**src/design/lrk4_pkg.sv**
```systemverilog
// Shared types and constants for the Lorenz RK4 step unit.
package lrk4_pkg;

  localparam int unsigned WORD_W = 32;
  localparam int unsigned COEF_W = 31;
  localparam int unsigned DT_W   = 25;
  localparam int unsigned CFG_IDX_W = 2;

  localparam logic [CFG_IDX_W-1:0] REG_SIGMA = 2'd0;
  localparam logic [CFG_IDX_W-1:0] REG_RHO   = 2'd1;
  localparam logic [CFG_IDX_W-1:0] REG_BETA  = 2'd2;
  localparam logic [CFG_IDX_W-1:0] REG_DT    = 2'd3;

  localparam logic FUNC_STEP = 1'b0;
  localparam logic FUNC_LOAD = 1'b1;

  typedef struct packed {
    logic                     func;
    logic signed [WORD_W-1:0] x_init;
    logic signed [WORD_W-1:0] y_init;
    logic signed [WORD_W-1:0] z_init;
  } in_item_t;

  typedef struct packed {
    logic signed [WORD_W-1:0] x_out;
    logic signed [WORD_W-1:0] y_out;
    logic signed [WORD_W-1:0] z_out;
    logic                     saturated;
  } out_item_t;

  // Multiplier operand selects
  typedef enum logic [2:0] {
    MUL_SIGMA_DIFF, // sigma * (hy - v)
    MUL_RHO_HX,     // rho * hx
    MUL_HX_HZ,      // hx * hz
    MUL_HX_HY,      // hx * hy
    MUL_BETA_V,     // beta * v
    MUL_DT_SLOPE    // dt * slope
  } mul_sel_t;

  // Datapath operations issued by the controller, one per cycle
  typedef enum logic [3:0] {
    OP_NONE,
    OP_LOAD,        // load point from input
    OP_START,       // hold the point, clear clip flag
    OP_AXIS_INIT,   // v0 = pos[axis], arg = v0, acc = 0
    OP_MUL_A,       // product into pa
    OP_MUL_B,       // product into pb
    OP_SLOPE,       // form slope from pa/pb
    OP_K,           // k = dt * slope, accumulate, build next argument
    OP_DIV,         // first half of the divide by six: register partial quotients
    OP_COMMIT       // finish the divide and update axis; write new point after z
  } dp_op_t;

  typedef struct packed {
    dp_op_t   op;
    mul_sel_t msel;
    logic [1:0] axis;
    logic [1:0] stage;
  } dp_cmd_t;

  typedef struct packed {
    logic div_done;
  } dp_stat_t;

endpackage

```
**src/design/lrk4_ctrl.sv**
```systemverilog
// Sequencer for the Lorenz RK4 unit: issues one datapath operation per cycle.
module lrk4_ctrl (
  input  logic                clk,
  input  logic                rst,
  input  logic                in_valid,
  output logic                in_ready,
  input  logic                in_func,
  output logic                out_valid,
  input  logic                out_ready,
  input  lrk4_pkg::dp_stat_t  stat,
  output lrk4_pkg::dp_cmd_t   cmd
);

  typedef enum logic [2:0] {
    S_IDLE, S_START, S_INIT, S_MA, S_MB, S_SLOPE, S_K, S_DIV
  } state_t;

  state_t     state;
  logic [1:0] axis;
  logic [1:0] stage;
  logic       commit;

  logic accept;
  assign in_ready = (state == S_IDLE) && !out_valid;
  assign accept   = in_valid && in_ready;

  // Multiplier choice for the current slope step
  lrk4_pkg::mul_sel_t sel_a, sel_b;
  always_comb begin
    case (axis)
      2'd1: begin
        sel_a = lrk4_pkg::MUL_RHO_HX;
        sel_b = lrk4_pkg::MUL_HX_HZ;
      end
      2'd2: begin
        sel_a = lrk4_pkg::MUL_HX_HY;
        sel_b = lrk4_pkg::MUL_BETA_V;
      end
      default: begin
        sel_a = lrk4_pkg::MUL_SIGMA_DIFF;
        sel_b = lrk4_pkg::MUL_SIGMA_DIFF;
      end
    endcase
  end

  // Decode state into a datapath command
  always_comb begin
    cmd.axis  = axis;
    cmd.stage = stage;
    cmd.msel  = lrk4_pkg::MUL_DT_SLOPE;
    cmd.op    = lrk4_pkg::OP_NONE;
    case (state)
      S_IDLE: begin
        if (accept)
          cmd.op = (in_func == lrk4_pkg::FUNC_LOAD) ? lrk4_pkg::OP_LOAD : lrk4_pkg::OP_NONE;
      end
      S_START: cmd.op = lrk4_pkg::OP_START;
      S_INIT:  cmd.op = lrk4_pkg::OP_AXIS_INIT;
      S_MA: begin
        cmd.op   = lrk4_pkg::OP_MUL_A;
        cmd.msel = sel_a;
      end
      S_MB: begin
        cmd.op   = lrk4_pkg::OP_MUL_B;
        cmd.msel = sel_b;
      end
      S_SLOPE: cmd.op = lrk4_pkg::OP_SLOPE;
      S_K:     cmd.op = lrk4_pkg::OP_K;
      S_DIV:   cmd.op = commit ? lrk4_pkg::OP_COMMIT : lrk4_pkg::OP_DIV;
      default: cmd.op = lrk4_pkg::OP_NONE;
    endcase
  end

  // Hold state and the result flag
  always_ff @(posedge clk) begin
    if (rst) begin
      state     <= S_IDLE;
      axis      <= '0;
      stage     <= '0;
      commit    <= 1'b0;
      out_valid <= 1'b0;
    end else begin
      if (out_valid && out_ready) out_valid <= 1'b0;
      case (state)
        S_IDLE: begin
          if (accept) begin
            if (in_func == lrk4_pkg::FUNC_LOAD) out_valid <= 1'b1;
            else                                state     <= S_START;
          end
        end
        S_START: begin
          axis  <= '0;
          state <= S_INIT;
        end
        S_INIT: begin
          stage <= '0;
          state <= S_MA;
        end
        S_MA: state <= (axis == 2'd0) ? S_SLOPE : S_MB;
        S_MB: state <= S_SLOPE;
        S_SLOPE: state <= S_K;
        S_K: begin
          if (stage == 2'd3) begin
            state  <= S_DIV;
            commit <= 1'b0;
          end else begin
            stage <= stage + 2'd1;
            state <= (axis == 2'd0) ? S_MA : ((axis == 2'd1) ? S_MB : S_MA);
          end
        end
        S_DIV: begin
          if (commit) begin
            commit <= 1'b0;
            if (axis == 2'd2) begin
              state     <= S_IDLE;
              out_valid <= 1'b1;
            end else begin
              axis  <= axis + 2'd1;
              state <= S_INIT;
            end
          end else if (stat.div_done) begin
            commit <= 1'b1;
          end
        end
        default: state <= S_IDLE;
      endcase
    end
  end

endmodule

```
**config.mk**
```make
export PLATFORM = sky130hd
export DESIGN_NAME = lrk4_ctrl
export DESIGN_NICKNAME = d
export VERILOG_FILES = /design/src/design/lrk4_pkg.sv /design/src/design/lrk4_ctrl.sv
export SDC_FILE = /design/constraint.sdc
export NUM_CORES = 1
export LEC_CHECK = 0
export BUFFER_PORTS_ARGS = -buffer_cell sky130_fd_sc_hd__buf_2
export CORE_AREA = 2 2 45 47
export DETAILED_ROUTE_END_ITERATION = 8
export DIE_AREA = 0 0 47 49
export PLACE_DENSITY = 0.78
export SYNTH_ARGS = -nofsm -noshare
export SYNTH_HDL_FRONTEND = slang
export SYNTH_SLANG_ARGS = --single-unit
```
**constraint.sdc**
```tcl
create_clock -name clk -period 1.8 [get_ports clk]
set_input_delay 0.36 -clock clk [delete_from_list [all_inputs] [get_ports clk]]
set_output_delay 0.36 -clock clk [all_outputs]
set_load 0.02 [all_outputs]
```
==> results of run 1 <==
## where the power goes
group          switching, mW  internal (mW)
combinational          0.461          0.472
clock                 0.0790         0.0858
sequential            0.0389          0.238
total                  0.579          0.796
## registers in the layout (all words and copies together), names as in the netlist
signal,flops
axis,2
commit,1
out_valid,1
stage,2
state,3
## final timing paths
path	slack, ns	start	to	depth (start not counted)
min reg2reg	0.48	stage[1]	stage[1]	2
min	0.36	rst	out_valid	2
max reg2reg	0.21	state[0]	state[0]	8
max	-0.21	state[0]	cmd[9]	5
## worst max-delay path, stage by stage, from the launching register on
cell and delay, ns:
dfxtp_4 0.38, inv_4 0.04, ha_4 0.16, or4b_4 0.52, nor2b_4 0.14, buf_6 0.13
## cells in the final DEF (no fill, tap or decap), types with 3 or more instances in the layout
cell      count
a21oi_1       7
buf_2        13
buf_4        12
buf_6         7
clkbuf_4      3
dfxtp_1       5
ha_1          6
ha_4          3
inv_1         5
nand2_1       3
nand2b_1      4
nor2_1        3
## logic make-up after synthesis
group                      synth area share [%]
muxes                                      2.71
AOI/OAI and AO/OA                          20.5
adders and majority gates                  15.9
and+or+nand+nor                            29.5
buffers and inverters                      8.44
DFF                                        22.9
## per-layer routing
metal	global-route usage [%]	wire, um
met1	26.2	892
met2	32.2	1090
met3	2.59	81
met4	5.56	23
met5	0	0
## what timing repair did
item | in CTS | in global routing
hold endpoints to repair | 0 | 0
pin swaps | 6 | 5
gates resized for setup | 17 | 21
setup endpoints to repair | 6 | 6
hold buffers | 0 | 0
buffers inserted | 2 | 1
## cell type report
| class | count | area [sq um] |
|---|---|---|
| timing repair buffer | 32 | 234 |
| multi-input combinational | 67 | 667 |
| sequential | 9 | 190 |
| tap | 27 | 33.8 |
| fill | 157 | 659 |
| inverter | 7 | 31.3 |
| clock buffer | 4 | 26.3 |
## stage by stage
stage                     area [sq um]  hold WS (ns)  setup WS [ns]  power, mW  util [%]
final                             1180         0.362         -0.211       1.38      64.2
after global routing              1180         0.393         -0.249       1.48      64.2
after CTS                         1090         0.366         -0.203       1.30      59.1
after detailed placement           991         0.469        -0.0178       1.01      53.8
after global placement             991         0.454         0.0404      0.982      53.8
after floorplan                    825         0.513       -0.00697      0.774         -
==> impl_metrics.json, run 1 <==
{
  "grt_pass1_wl_mm": 3.40,
  "netlist_area_sq_um": 786,
  "grt_max_degree": 17,
  "skew_ns": 0.00139,
  "status": "finished with violations",
  "setup_viol": 4,
  "dr.pass1.iters": 6,
  "hold_viol": 0,
  "drt_iter0_drc": 13,
  "synth_area_per_cell_sq_um": 8.83,
  "synth_top_area_share_pct": 22.9,
  "violations": "negative setup slack",
  "wl_per_cell_um": 14.3,
  "period_needed_ns": 2.01,
  "powerDensity_nw_per_um2": 1160,
  "critPathLaunchType": "flip-flop",
  "yosys_warnings": 0,
  "arrival_ns": 1.65,
  "boundaryPins": 19,
  "clk_latency_ns": 0.27,
  "period_share_pct": 112,
  "worstPathRequired_ns": 1.44,
  "ys_seq_area_share_pct": 22.9,
  "syn_inst": 89,
  "crit_fanout": 3,
  "ant_nets": 0,
  "cts_max_level": 1,
  "end_kind": "primary output",
  "grt_usage_pct": 19.7,
  "root_buffer": "clkbuf_4",
  "yosys-top-cells-count": "ha_1 (10), dfxtp_1 (9), a21oi_1 (7), inv_1 (7), nor2_1 (5)",
  "die_w_um": 47,
  "dp.cells": 139,
  "path_clk_slew_ns": 0.07,
  "async_flop_share_pct": 0,
  "cts_buffer_depth": 2,
  "crit_type": "reg2out",
  "synth.most_common_cell": "ha_1",
  "ir_worst_vdd_uv": 892,
  "yosysTopAreaCell": "dfxtp_1",
  "fin_nets": 136,
  "viasPerCell": 5.46,
  "numCtsBuffers": 3,
  "initial_core_util_pct": 42.7,
  "max_cap_violations": 0,
  "ys_seq_elements": 9,
  "layout-drive-gt1-share_pct": 51.3,
  "fin_tns_setup_ns": -0.420,
  "dieArea_sq_um": 2300,
  "clock_sinks": 9,
  "worst_pin_slew_ns": 0.318,
  "p_leak_nw": 0.478,
  "synthDistinctLibCells": 40,
  "relSlewSlack_pct": 78.7,
  "diodes": 0,
  "vias": 797,
  "synth_edf_count": 0,
  "die_y_um": 49,
  "grt_setup_unrepaired": "true",
  "maxSlewViolCount": 0,
  "rows": 16,
  "syn2layout_area_growth_pct": 50.5,
  "routed_wl_mm": 2.09,
  "drc": 0,
  "core_area_sq_um": 1840,
  "synth_fp_nets": 105,
  "gp_congestion": 0.852,
  "ys.flop_type": "dfxtp_1",
  "numPortBuffers": 18,
  "grt_remaining_overflow": 0,
  "cts_tree": "built",
  "grt_pass1_vias": 775,
  "final_cells": 146,
  "holdCritPathClass": "in2reg",
  "antenna_found_initial": 0,
  "ys_top_cells_by_area": "dfxtp_1 (23%), ha_1 (16%), a21oi_1 (4.5%)",
  "dp.final_hpwl_mm": 1.55,
  "max_freq_mhz": 497,
  "worst_slack_ns": -0.211
}
(Power assumes the default switching activity.)
==> inputs of run 2 (changes only) <==
--- a/config.mk
+++ b/config.mk
@@ -7,6 +7,7 @@
 export LEC_CHECK = 0
 export BUFFER_PORTS_ARGS = -buffer_cell sky130_fd_sc_hd__buf_2
 export CORE_AREA = 2 2 45 47
+export CTS_BUF_LIST = sky130_fd_sc_hd__clkbuf_4 sky130_fd_sc_hd__clkbuf_8 sky130_fd_sc_hd__clkbuf_16
 export DETAILED_ROUTE_END_ITERATION = 8
 export DIE_AREA = 0 0 47 49
 export PLACE_DENSITY = 0.78
==> impl_metrics.json, run 2 (synthesis results as in run 1) <==
{
  "die_w_um": 47,
  "end_kind": "primary output",
  "boundaryPins": 19,
  "status": "finished with violations",
  "viasPerCell": 5.46,
  "period_needed_ns": 2.01,
  "grt_remaining_overflow": 0,
  "setup_viol": 4,
  "grt_usage_pct": 19.7,
  "final_common_cell": "buf_2",
  "relSlewSlack_pct": 78.7,
  "hold_viol": 0,
  "worstPathRequired_ns": 1.44,
  "critPathLaunchType": "flip-flop",
  "skew_ns": 0.00219,
  "postCtsHoldBufs": 0,
  "routed_wl_mm": 2.08,
  "dr.pass1.iters": 6,
  "dp_slack_ns": -0.0178,
  "cts_tree": "built",
  "die_y_um": 49,
  "dp.final_hpwl_mm": 1.55,
  "path_clk_slew_ns": 0.07,
  "p_switching_uw": 576,
  "grt_pass1_vias": 774,
  "layout-drive-gt1-share_pct": 52.1,
  "worst_slack_ns": -0.206,
  "largestRegisters": "state (3), axis (2), stage (2)",
  "intPower_uw": 808,
  "drc": 0,
  "powerDensity_nw_per_um2": 1170,
  "switching_share_pct": 41.6,
  "grt_max_degree": 17,
  "vias": 797,
  "final_cells": 146,
  "hp-start": "rst",
  "cts_buffer_depth": 2,
  "rows": 16,
  "max_cap_violations": 0,
  "grt_pass1_wl_mm": 3.40,
  "pwr-share-seq_pct": 20.1,
  "drt_iter0_drc": 11,
  "r2r-start": "state[0]",
  "diodes": 0,
  "numCtsBuffers": 3,
  "ir_worst_vdd_uv": 976,
  "max_freq_mhz": 498,
  "p_clk_share_pct": 13.0,
  "crit_fanout": 3,
  "regMostFlops": "state",
  "syn2layout_area_growth_pct": 51.0,
  "root_buffer": "clkbuf_4",
  "violations": "negative setup slack",
  "fin_nets": 136,
  "ant_nets": 0,
  "antenna_found_initial": 0,
  "wl_per_cell_um": 14.2,
  "cts_max_level": 1,
  "numPortBuffers": 18,
  "core_area_sq_um": 1840,
  "dp.cells": 139,
  "period_share_pct": 111,
  "gp_congestion": 0.852,
  "grt_setup_unrepaired": "true",
  "worst_pin_slew_ns": 0.318,
  "initial_core_util_pct": 42.7,
  "p_leak_nw": 0.482,
  "maxSlewViolCount": 0,
  "clock_sinks": 9,
  "arrival_ns": 1.65,
  "crit_type": "reg2out",
  "dieArea_sq_um": 2300,
  "share_comb_of_total_power_pct": 66.9,
  "holdCritPathClass": "in2reg",
  "worstSetupStartpoint": "state[0]",
  "largest_reg_flops": 3,
  "layout_common_cells": "buf_2 (13), buf_4 (12), a21oi_1 (7), buf_6 (7), ha_1 (6)",
  "clk_latency_ns": 0.27
}
==> run 2: cell types whose count changed in the layout (fill, tap and decap cells not counted) <==
cell,previous run,this run
clkbuf_1,1,0
clkbuf_4,3,4
==> run 2: critical path: stages (launching register included) <==
cell and delay, ns:
dfxtp_4 0.38, inv_4 0.04, ha_4 0.16, or4b_4 0.52, nor2b_4 0.14, buf_6 0.13
==> run 2: cell type report <==
type / instances / area, sq um
Sequential cell: 9 / 190
Clock buffer: 4 / 30.0
Timing Repair Buffer: 32 / 234
Fill cell: 157 / 656
Multi-Input combinational cell: 67 / 667
Inverter: 7 / 31.3
Tap cell: 27 / 33.8
==> run 2: through the flow <==
stage | util, % | setup TNS (ns) | hold WS, ns | area [sq um] | total power [mW]
6_report | 64.4 | -0.410 | 0.363 | 1190 | 1.38
5_1_grt | 64.4 | -0.658 | 0.391 | 1190 | 1.49
4_1_cts | 59.3 | -0.558 | 0.364 | 1090 | 1.31
3_5_place_dp | 53.8 | -0.0178 | 0.469 | 991 | 1.01
3_3_place_gp | 53.8 | 0 | 0.454 | 991 | 0.982
2_1_floorplan | - | -0.00697 | 0.513 | 825 | 0.774
==> run 2: repair_timing <==
action,in CTS,in global routing
resized for setup,17,21
pin swaps,6,5
endpoints found under the setup margin,6,6
buffers inserted,2,1
==> run 2: final timing paths <==
check | endpoint | slack, ns | depth (start not counted)
hold / removal | out_valid | 0.36 | 2
setup reg to reg | state[0] | 0.20 | 6
setup / recovery | cmd[9] | -0.21 | 5
hold reg to reg | stage[1] | 0.48 | 2
==> run 2: power groups by stage <==
stage | clock network [mW] | logic (mW) | registers (mW)
3_5_place_dp | 0 | 0.757 | 0.253
4_1_cts | 0.183 | 0.873 | 0.257
2_1_floorplan | 0 | 0.516 | 0.259
6_report | 0.180 | 0.926 | 0.278
3_3_place_gp | 0 | 0.733 | 0.249
5_1_grt | 0.194 | 1.02 | 0.281
==> run 2: metal layers <==
metal	vias to the layer above	global-route usage, %	wire (um)
met2	20	32.2	1080
met1	384	26.2	888
met3	4	2.59	88
met4	0	5.56	21
met5	-	0	0
li1	389	-	-
