`src/design/lrk4_pkg.sv`:
```
// Shared types and constants for the Lorenz RK4 step unit.
package lrk4_pkg;

  localparam int unsigned WORD_W = 32;
  localparam int unsigned COEF_W = 31;
  localparam int unsigned DT_W   = 25;
  localparam int unsigned CFG_IDX_W = 2;

  localparam logic [CFG_IDX_W-1:0] REG_SIGMA = 2'd0;
  localparam logic [CFG_IDX_W-1:0] REG_RHO   = 2'd1;
  localparam logic [CFG_IDX_W-1:0] REG_BETA  = 2'd2;
  localparam logic [CFG_IDX_W-1:0] REG_DT    = 2'd3;

  localparam logic FUNC_STEP = 1'b0;
  localparam logic FUNC_LOAD = 1'b1;

  typedef struct packed {
    logic                     func;
    logic signed [WORD_W-1:0] x_init;
    logic signed [WORD_W-1:0] y_init;
    logic signed [WORD_W-1:0] z_init;
  } in_item_t;

  typedef struct packed {
    logic signed [WORD_W-1:0] x_out;
    logic signed [WORD_W-1:0] y_out;
    logic signed [WORD_W-1:0] z_out;
    logic                     saturated;
  } out_item_t;

  // Multiplier operand selects
  typedef enum logic [2:0] {
    MUL_SIGMA_DIFF, // sigma * (hy - v)
    MUL_RHO_HX,     // rho * hx
    MUL_HX_HZ,      // hx * hz
    MUL_HX_HY,      // hx * hy
    MUL_BETA_V,     // beta * v
    MUL_DT_SLOPE    // dt * slope
  } mul_sel_t;

  // Datapath operations issued by the controller, one per cycle
  typedef enum logic [3:0] {
    OP_NONE,
    OP_LOAD,        // load point from input
    OP_START,       // hold the point, clear clip flag
    OP_AXIS_INIT,   // v0 = pos[axis], arg = v0, acc = 0
    OP_MUL_A,       // product into pa
    OP_MUL_B,       // product into pb
    OP_SLOPE,       // form slope from pa/pb
    OP_K,           // k = dt * slope, accumulate, build next argument
    OP_DIV,         // first half of the divide by six: register partial quotients
    OP_COMMIT       // finish the divide and update axis; write new point after z
  } dp_op_t;

  typedef struct packed {
    dp_op_t   op;
    mul_sel_t msel;
    logic [1:0] axis;
    logic [1:0] stage;
  } dp_cmd_t;

  typedef struct packed {
    logic div_done;
  } dp_stat_t;

endpackage

```
`src/design/lrk4_datapath.sv`:
```
// Datapath of the Lorenz RK4 unit: shared multiplier, accumulator, divide by six.
module lrk4_datapath #(
  parameter int FRAC_BITS = 24
) (
  input  logic                       clk,
  input  logic                       rst,
  input  lrk4_pkg::dp_cmd_t          cmd,
  input  lrk4_pkg::in_item_t         in_item,
  input  logic [lrk4_pkg::COEF_W-1:0] sigma,
  input  logic [lrk4_pkg::COEF_W-1:0] rho,
  input  logic [lrk4_pkg::COEF_W-1:0] beta,
  input  logic [lrk4_pkg::DT_W-1:0]   time_step,
  output lrk4_pkg::dp_stat_t         stat,
  output lrk4_pkg::out_item_t        result
);

  localparam int W = lrk4_pkg::WORD_W;
  localparam logic signed [W+3:0] MAX32 = (W+4)'(64'sd2147483647);
  localparam logic signed [W+3:0] MIN32 = -(W+4)'(64'sd2147483648);
  localparam logic signed [W-1:0] MAXW = {1'b0, {(W-1){1'b1}}};
  localparam logic signed [W-1:0] MINW = {1'b1, {(W-1){1'b0}}};
  // Divide by six: the half sum is moved up by 3 * 2^31 and split at bit 18,
  // where 2^18 = 3 * 87381 + 1, so m / 3 = hi * 87381 + (hi + lo) / 3.
  localparam int                  DV_SPLIT  = 18;
  localparam logic signed [W+3:0] DV_OFFSET = (W+4)'(64'sd6442450944);
  localparam logic signed [W+3:0] DV_BIAS   = (W+4)'(64'sd2147483648);
  localparam logic [16:0]         DV_HI_K   = 17'd87381;
  localparam logic [19:0]         DV_RECIP  = 20'd349526;

  // Architectural and working registers
  logic signed [W-1:0] pos_x, pos_y, pos_z;
  logic signed [W-1:0] hold_x, hold_y, hold_z;
  logic signed [W-1:0] nx, ny;
  logic signed [W-1:0] v0, arg, pa, pb, slope;
  logic signed [W+3:0] acc;
  logic                clip;
  // Partial quotients of the divide by six
  logic signed [W+3:0] dv_hi;
  logic [18:0]         dv_t;

  function automatic logic signed [W-1:0] sat_sum(input logic signed [W+3:0] v,
                                                  output logic c);
    c = 1'b0;
    if (v > MAX32) begin
      c = 1'b1;
      return MAXW;
    end
    if (v < MIN32) begin
      c = 1'b1;
      return MINW;
    end
    return v[W-1:0];
  endfunction

  // Multiplier operand selection
  logic signed [W:0]   ma, mb;
  logic signed [W+3:0] diff_w;
  logic signed [W-1:0] diff_s;
  logic                diff_c;
  logic signed [2*W+1:0] prod;
  logic signed [2*W+1:0] prod_sh;
  logic signed [W-1:0] prod_s;
  logic                prod_c;

  always_comb begin
    diff_w = (W+4)'(hold_y) - (W+4)'(arg);
    diff_s = sat_sum(diff_w, diff_c);
    ma = '0;
    mb = '0;
    case (cmd.msel)
      lrk4_pkg::MUL_SIGMA_DIFF: begin
        ma = (W+1)'(diff_s);
        mb = (W+1)'($signed({2'b00, sigma}));
      end
      lrk4_pkg::MUL_RHO_HX: begin
        ma = (W+1)'($signed({2'b00, rho}));
        mb = (W+1)'(hold_x);
      end
      lrk4_pkg::MUL_HX_HZ: begin
        ma = (W+1)'(hold_x);
        mb = (W+1)'(hold_z);
      end
      lrk4_pkg::MUL_HX_HY: begin
        ma = (W+1)'(hold_x);
        mb = (W+1)'(hold_y);
      end
      lrk4_pkg::MUL_BETA_V: begin
        ma = (W+1)'($signed({2'b00, beta}));
        mb = (W+1)'(arg);
      end
      lrk4_pkg::MUL_DT_SLOPE: begin
        ma = (W+1)'($signed({{(W+1-lrk4_pkg::DT_W){1'b0}}, time_step}));
        mb = (W+1)'(slope);
      end
      default: begin
        ma = '0;
        mb = '0;
      end
    endcase
    prod = (2*W+2)'(ma) * (2*W+2)'(mb);
    prod_sh = prod >>> FRAC_BITS;
    prod_c = 1'b0;
    if (prod_sh > (2*W+2)'(MAXW)) begin
      prod_s = MAXW;
      prod_c = 1'b1;
    end else if (prod_sh < (2*W+2)'(MINW)) begin
      prod_s = MINW;
      prod_c = 1'b1;
    end else begin
      prod_s = prod_sh[W-1:0];
    end
  end

  // Slope from the two products
  logic signed [W+3:0] slope_w;
  logic signed [W-1:0] slope_s;
  logic                slope_c;
  always_comb begin
    case (cmd.axis)
      2'd1:    slope_w = (W+4)'(pa) - (W+4)'(pb) - (W+4)'(arg);
      2'd2:    slope_w = (W+4)'(pa) - (W+4)'(pb);
      default: slope_w = (W+4)'(pa);
    endcase
    slope_s = sat_sum(slope_w, slope_c);
  end

  // Next stage argument from k
  logic signed [W+3:0] narg_w;
  logic signed [W-1:0] narg_s;
  logic                narg_c;
  logic [2:0]          kweight;
  always_comb begin
    if (cmd.stage == 2'd2)
      narg_w = (W+4)'(v0) + (W+4)'(prod_s);
    else
      narg_w = (W+4)'(v0) + (W+4)'(prod_s >>> 1);
    narg_s = sat_sum(narg_w, narg_c);
    kweight = (cmd.stage == 2'd1 || cmd.stage == 2'd2) ? 3'd2 : 3'd1;
  end

  // Floor divide by six: partial quotients registered in OP_DIV, finished in OP_COMMIT with the final update
  logic [W+3:0]        dv_m;
  logic [W:0]          dv_hi_p;
  logic [18:0]         dv_t_next;
  logic [38:0]         dv_tp;
  logic signed [W+3:0] q_signed;
  logic signed [W+3:0] upd_w;
  logic signed [W-1:0] upd_s;
  logic                upd_c;
  always_comb begin
    dv_m      = (acc >>> 1) + DV_OFFSET;
    dv_hi_p   = (W+1)'(dv_m[W+1:DV_SPLIT]) * (W+1)'(DV_HI_K);
    dv_t_next = 19'(dv_m[W+1:DV_SPLIT]) + 19'(dv_m[DV_SPLIT-1:0]);
    dv_tp     = 39'(dv_t) * 39'(DV_RECIP);
    q_signed  = dv_hi + $signed((W+4)'(dv_tp[38:20]));
    upd_w = (W+4)'(v0) + q_signed;
    upd_s = sat_sum(upd_w, upd_c);
  end

  assign stat.div_done = (cmd.op == lrk4_pkg::OP_DIV);

  always_ff @(posedge clk) begin
    if (rst) begin
      pos_x   <= '0;
      pos_y   <= '0;
      pos_z   <= '0;
      clip    <= 1'b0;
    end else begin
      case (cmd.op)
        lrk4_pkg::OP_LOAD: begin
          pos_x <= in_item.x_init;
          pos_y <= in_item.y_init;
          pos_z <= in_item.z_init;
          clip  <= 1'b0;
        end
        lrk4_pkg::OP_START: begin
          hold_x <= pos_x;
          hold_y <= pos_y;
          hold_z <= pos_z;
          clip   <= 1'b0;
        end
        lrk4_pkg::OP_AXIS_INIT: begin
          case (cmd.axis)
            2'd1:    v0 <= hold_y;
            2'd2:    v0 <= hold_z;
            default: v0 <= hold_x;
          endcase
          case (cmd.axis)
            2'd1:    arg <= hold_y;
            2'd2:    arg <= hold_z;
            default: arg <= hold_x;
          endcase
          acc <= '0;
        end
        lrk4_pkg::OP_MUL_A: begin
          pa <= prod_s;
          clip <= clip | prod_c | ((cmd.msel == lrk4_pkg::MUL_SIGMA_DIFF) & diff_c);
        end
        lrk4_pkg::OP_MUL_B: begin
          pb <= prod_s;
          clip <= clip | prod_c;
        end
        lrk4_pkg::OP_SLOPE: begin
          slope <= slope_s;
          clip  <= clip | slope_c;
        end
        lrk4_pkg::OP_K: begin
          acc <= acc + (W+4)'(prod_s) * $signed({1'b0, kweight});
          if (cmd.stage != 2'd3) begin
            arg  <= narg_s;
            clip <= clip | prod_c | narg_c;
          end else begin
            clip <= clip | prod_c;
          end
        end
        lrk4_pkg::OP_DIV: begin
          // first half: high-part quotient less the offset, and the digit sum
          dv_hi <= $signed((W+4)'(dv_hi_p)) - DV_BIAS;
          dv_t  <= dv_t_next;
        end
        lrk4_pkg::OP_COMMIT: begin
          case (cmd.axis)
            2'd1:    ny <= upd_s;
            2'd2:    ;
            default: nx <= upd_s;
          endcase
          clip <= clip | upd_c;
          if (cmd.axis == 2'd2) begin
            pos_x <= nx;
            pos_y <= ny;
            pos_z <= upd_s;
          end
        end
        default: ;
      endcase
    end
  end

  assign result.x_out     = pos_x;
  assign result.y_out     = pos_y;
  assign result.z_out     = pos_z;
  assign result.saturated = clip;

endmodule

```
`config.mk`:
```
export PLATFORM = sky130hd
export DESIGN_NAME = lrk4_datapath
export DESIGN_NICKNAME = d
export VERILOG_FILES = /design/src/design/lrk4_pkg.sv /design/src/design/lrk4_datapath.sv
export SDC_FILE = /design/constraint.sdc
export NUM_CORES = 2
export LEC_CHECK = 0
export BUFFER_PORTS_ARGS = -buffer_cell sky130_fd_sc_hd__buf_2
export CAP_MARGIN = 20
export CORE_AREA = 2 2 452 454
export CTS_BUF_LIST = sky130_fd_sc_hd__clkbuf_4 sky130_fd_sc_hd__clkbuf_8
export CTS_CLUSTER_SIZE = 16
export DETAILED_ROUTE_END_ITERATION = 16
export DIE_AREA = 0 0 454 456
export MAX_ROUTING_LAYER = met4
export PLACE_DENSITY = 0.62
export SLEW_MARGIN = 5
export SYNTH_ARGS = -nofsm -noshare
export SYNTH_HDL_FRONTEND = slang
export SYNTH_SLANG_ARGS = --single-unit
```
`constraint.sdc`:
```
create_clock -name clk -period 48.4 [get_ports clk]
set_clock_uncertainty 0.2 [all_clocks]
set_input_delay 7.26 -clock clk [delete_from_list [all_inputs] [get_ports clk]]
set_output_delay 7.26 -clock clk [all_outputs]
set_load 0.01 [all_outputs]
```
==> key figures <==
Clock tree
  • H-tree depth: 3
  • Worst skew pair latency: 0.79 ns
  • TritonCTS Buffers: 79
  • CTS root buffer: clkbuf_8
  • CTS tree: yes
  • Gates resized, CTS repair: 0
  • Hold-fix buffers, CTS: 0
  • Clock Pin Slew Worst Setup and Hold Paths: 0.07 ns
  • Setup Buffers After CTS: 0
  • # clock sinks: 505
  • CTS max path bufs: 3

Setup path
  • Top cell by count, worst path: fa_1
  • R2R Setup Slk: 27.40 ns
  • Number of cells on the critical path: 59
  • Worst Path Class, Setup: in -> reg
  • Crit end category: flip-flop
  • WP data required: 48.70 ns
  • Critical path's slowest cell: nor2_4
  • FF-to-FF path depth: between 60 and 70
  • CP max FO: 34
  • CP Data Arrival Time: approximately 26 ns
  • Top Family by Delay on Critical Path: compound AO/OA/AOI/OAI gates
  • Slowest Stage Delay on Critical Path: 0.72 ns
  • CP bufs+invs: 11
  • CP startpoint kind: input pin

Logic synthesis
  • Seq/Total Area, Yosys: 17.6%
  • Post-synth EDFFs: ~410
  • Adder-cell share of the synthesized area: 44.6%
  • Top_reg_cell synth: edfxtp_1
  • Synth cell types: just over 90
  • Cell count after synthesis: 8,797
  • Ys Warns: 0
  • Synth Cell Area: 0.0805 sq mm
  • Ys async rst share: 0%
  • Multiplexer fraction of the synthesized cell area: 1.02%
  • Largest family of logic cells by synthesized area: adder cells
  • Post-synthesis xor/xnor area fraction: 2.82%
  • Simple-gate portion of the synthesized area: 12.0%
  • Compound-Gate Fraction of Synth Area: roughly an eighth
  • Flops & latches, synth: 505
  • Syn Area/Cell: a little over 9 sq um

Route
  • Drt drc: 0
  • Routed WL: approximately 290,000 um
  • DR iter-0 viols: 5,207
  • Wire length per cell: roughly 24 um
  • Vias: 64,300
  • Via/cell ratio: 5.50
  • Antenna Violating Nets Remaining: 0
  • Initial DRT Pass Iterations: 6

Die
  • Core ar.: a little over 0.2 sq mm
  • Initial Util: 39.9%
  • Std-Cell Rows: between 150 and 200
  • IO Pins: 326
  • Die footprint: slightly above 0.2 sq mm
  • Die H: 456 um
  • Die width: 454 um

Layout
  • Design area: ~0.087 sq mm
  • Top Registers: acc (35), dv_hi (34)
  • Nets@finish: 11,200
  • Layout cells sized above 1: roughly 8.3%
  • Commonest non-fill, non-tap cells in the layout: inv_1 (1,702), fa_1 (1,328), nand2_1 (1,021), nor2_1 (781), ha_1 (738)
  • Commonest non-fill, non-tap cell in the layout: inv_1
  • Biggest register: acc
  • Max FFs per register: 35
  • Area growth syn-to-layout: 8.63%
  • FILL cells: 19,500

GRT
  • Gr ovfl total: 0
  • GRT Total Usage: 28.7%
  • Global-route wire length before repair: 431,000 um
  • Vias in the first global route: 67,200
  • Antenna violations before repair: 19
  • Pin count of the biggest net entering global routing: 82

STA
  • Slew @ Worst Pin: approximately 1.2 ns
  • Max Slew Vio Count: 0
  • Relative slew slack: 19.2%
  • Unrepaired setup endpoints after global routing: no
  • Tmin final: 25.59 ns
  • Period utilization: 52.9%
  • Fin. Hold Viols: 0
  • Setup TNS: 0 ns
  • Final Setup Violations: 0
  • Max Clk Rate: 39.1 MHz

Min path
  • Hold path cells: 0
  • Worst hold path type: reg -> reg

Placed design
  • Post-DP Area: 0.0856 sq mm
  • IO buf count: 324
  • Hpwl dp: 242,000 um
  • GPL Wtd Cong: 0.997

Run
  • MaxCap Viol Count: 0

Run status
  • Status: finished, final reports clean
-- synthesized netlist by cell type (35+ instances only) --
master | n | area, sq um
a211oi_1 | 42 | 315
a21o_1 | 124 | 931
a21oi_1 | 403 | 2020
a22oi_1 | 137 | 1030
a311oi_1 | 66 | 578
a31oi_1 | 35 | 219
and2_1 | 61 | 382
clkbuf_1 | 366 | 1370
dfxtp_1 | 97 | 1940
edfxtp_1 | 408 | 12300
fa_1 | 1328 | 26600
ha_1 | 740 | 9260
inv_1 | 1703 | 6390
mux2i_1 | 62 | 621
nand2_1 | 1021 | 3830
nand2b_1 | 89 | 557
nand3_1 | 60 | 300
nand4_1 | 41 | 257
nor2_1 | 788 | 2960
nor2b_1 | 39 | 244
nor3_1 | 72 | 360
o211ai_1 | 40 | 300
o21a_1 | 58 | 435
o21ai_0 | 324 | 1620
o21bai_1 | 53 | 398
xnor2_1 | 179 | 1570
xor2_1 | 80 | 701
-- area by class of cell --
cell class,instances,area [sq um],area share (%)
antenna,7,17.5,0.0200
clock buffer,106,1330,1.52
clock inverter,38,414,0.474
inverter,1704,6400,7.32
multi-input combinational,6185,58900,67.4
sequential,505,14200,16.2
tap,2672,3340,3.82
timing repair buffer,477,2830,3.23
-- logic make-up (layout without fill, tap and decap cells) --
group                    after synthesis  after routing
AND/OR/NAND/NOR                     2284           2284
buffers and inverters               2111           2325
adder cells (fa/ha/maj)             2069           2069
AO/OA/AOI/OAI                       1492           1492
flip-flops                           505            505
XOR/XNOR                             259            259
multiplexers                          76             76
other                                  1             12
-- worst paths after layout --
| check | start | end |
|---|---|---|
| setup reg to reg | hold_y[12]$_DFFE_PP_ | arg[28]$_DFFE_PP_ |
| hold reg to reg | pos_z[10]$_SDFFE_PP0P_ | hold_z[10]$_DFFE_PP_ |
| hold / removal | pos_z[10]$_SDFFE_PP0P_ | hold_z[10]$_DFFE_PP_ |
| setup / recovery | cmd[5] | arg[28]$_DFFE_PP_ |
-- layer usage --
layer / vias up / track usage [%] / part of all wire (%)
met5: - / - / 0
met4: 0 / 14.9 / 6.5
met3: 571 / 2.72 / 6.1
met2: 2582 / 46.6 / 48
met1: 32700 / 35.6 / 40
li1: 28500 / - / -
-- through the flow --
stage	hold slack [ns]	worst slack [ns]	utilization [%]	std cells
floorplan	0.284	26.29	-	8801
global placement	0.243	22.38	42.4	11500
detailed placement	0.247	22.20	42.5	11500
CTS	0.264	23.01	43.3	11700
global route	0.275	22.00	43.3	11700
finish	0.263	22.81	43.3	11700
Power is not shown: default switching activity piles up to over one toggle a cycle in this logic, so the estimate is an artifact.
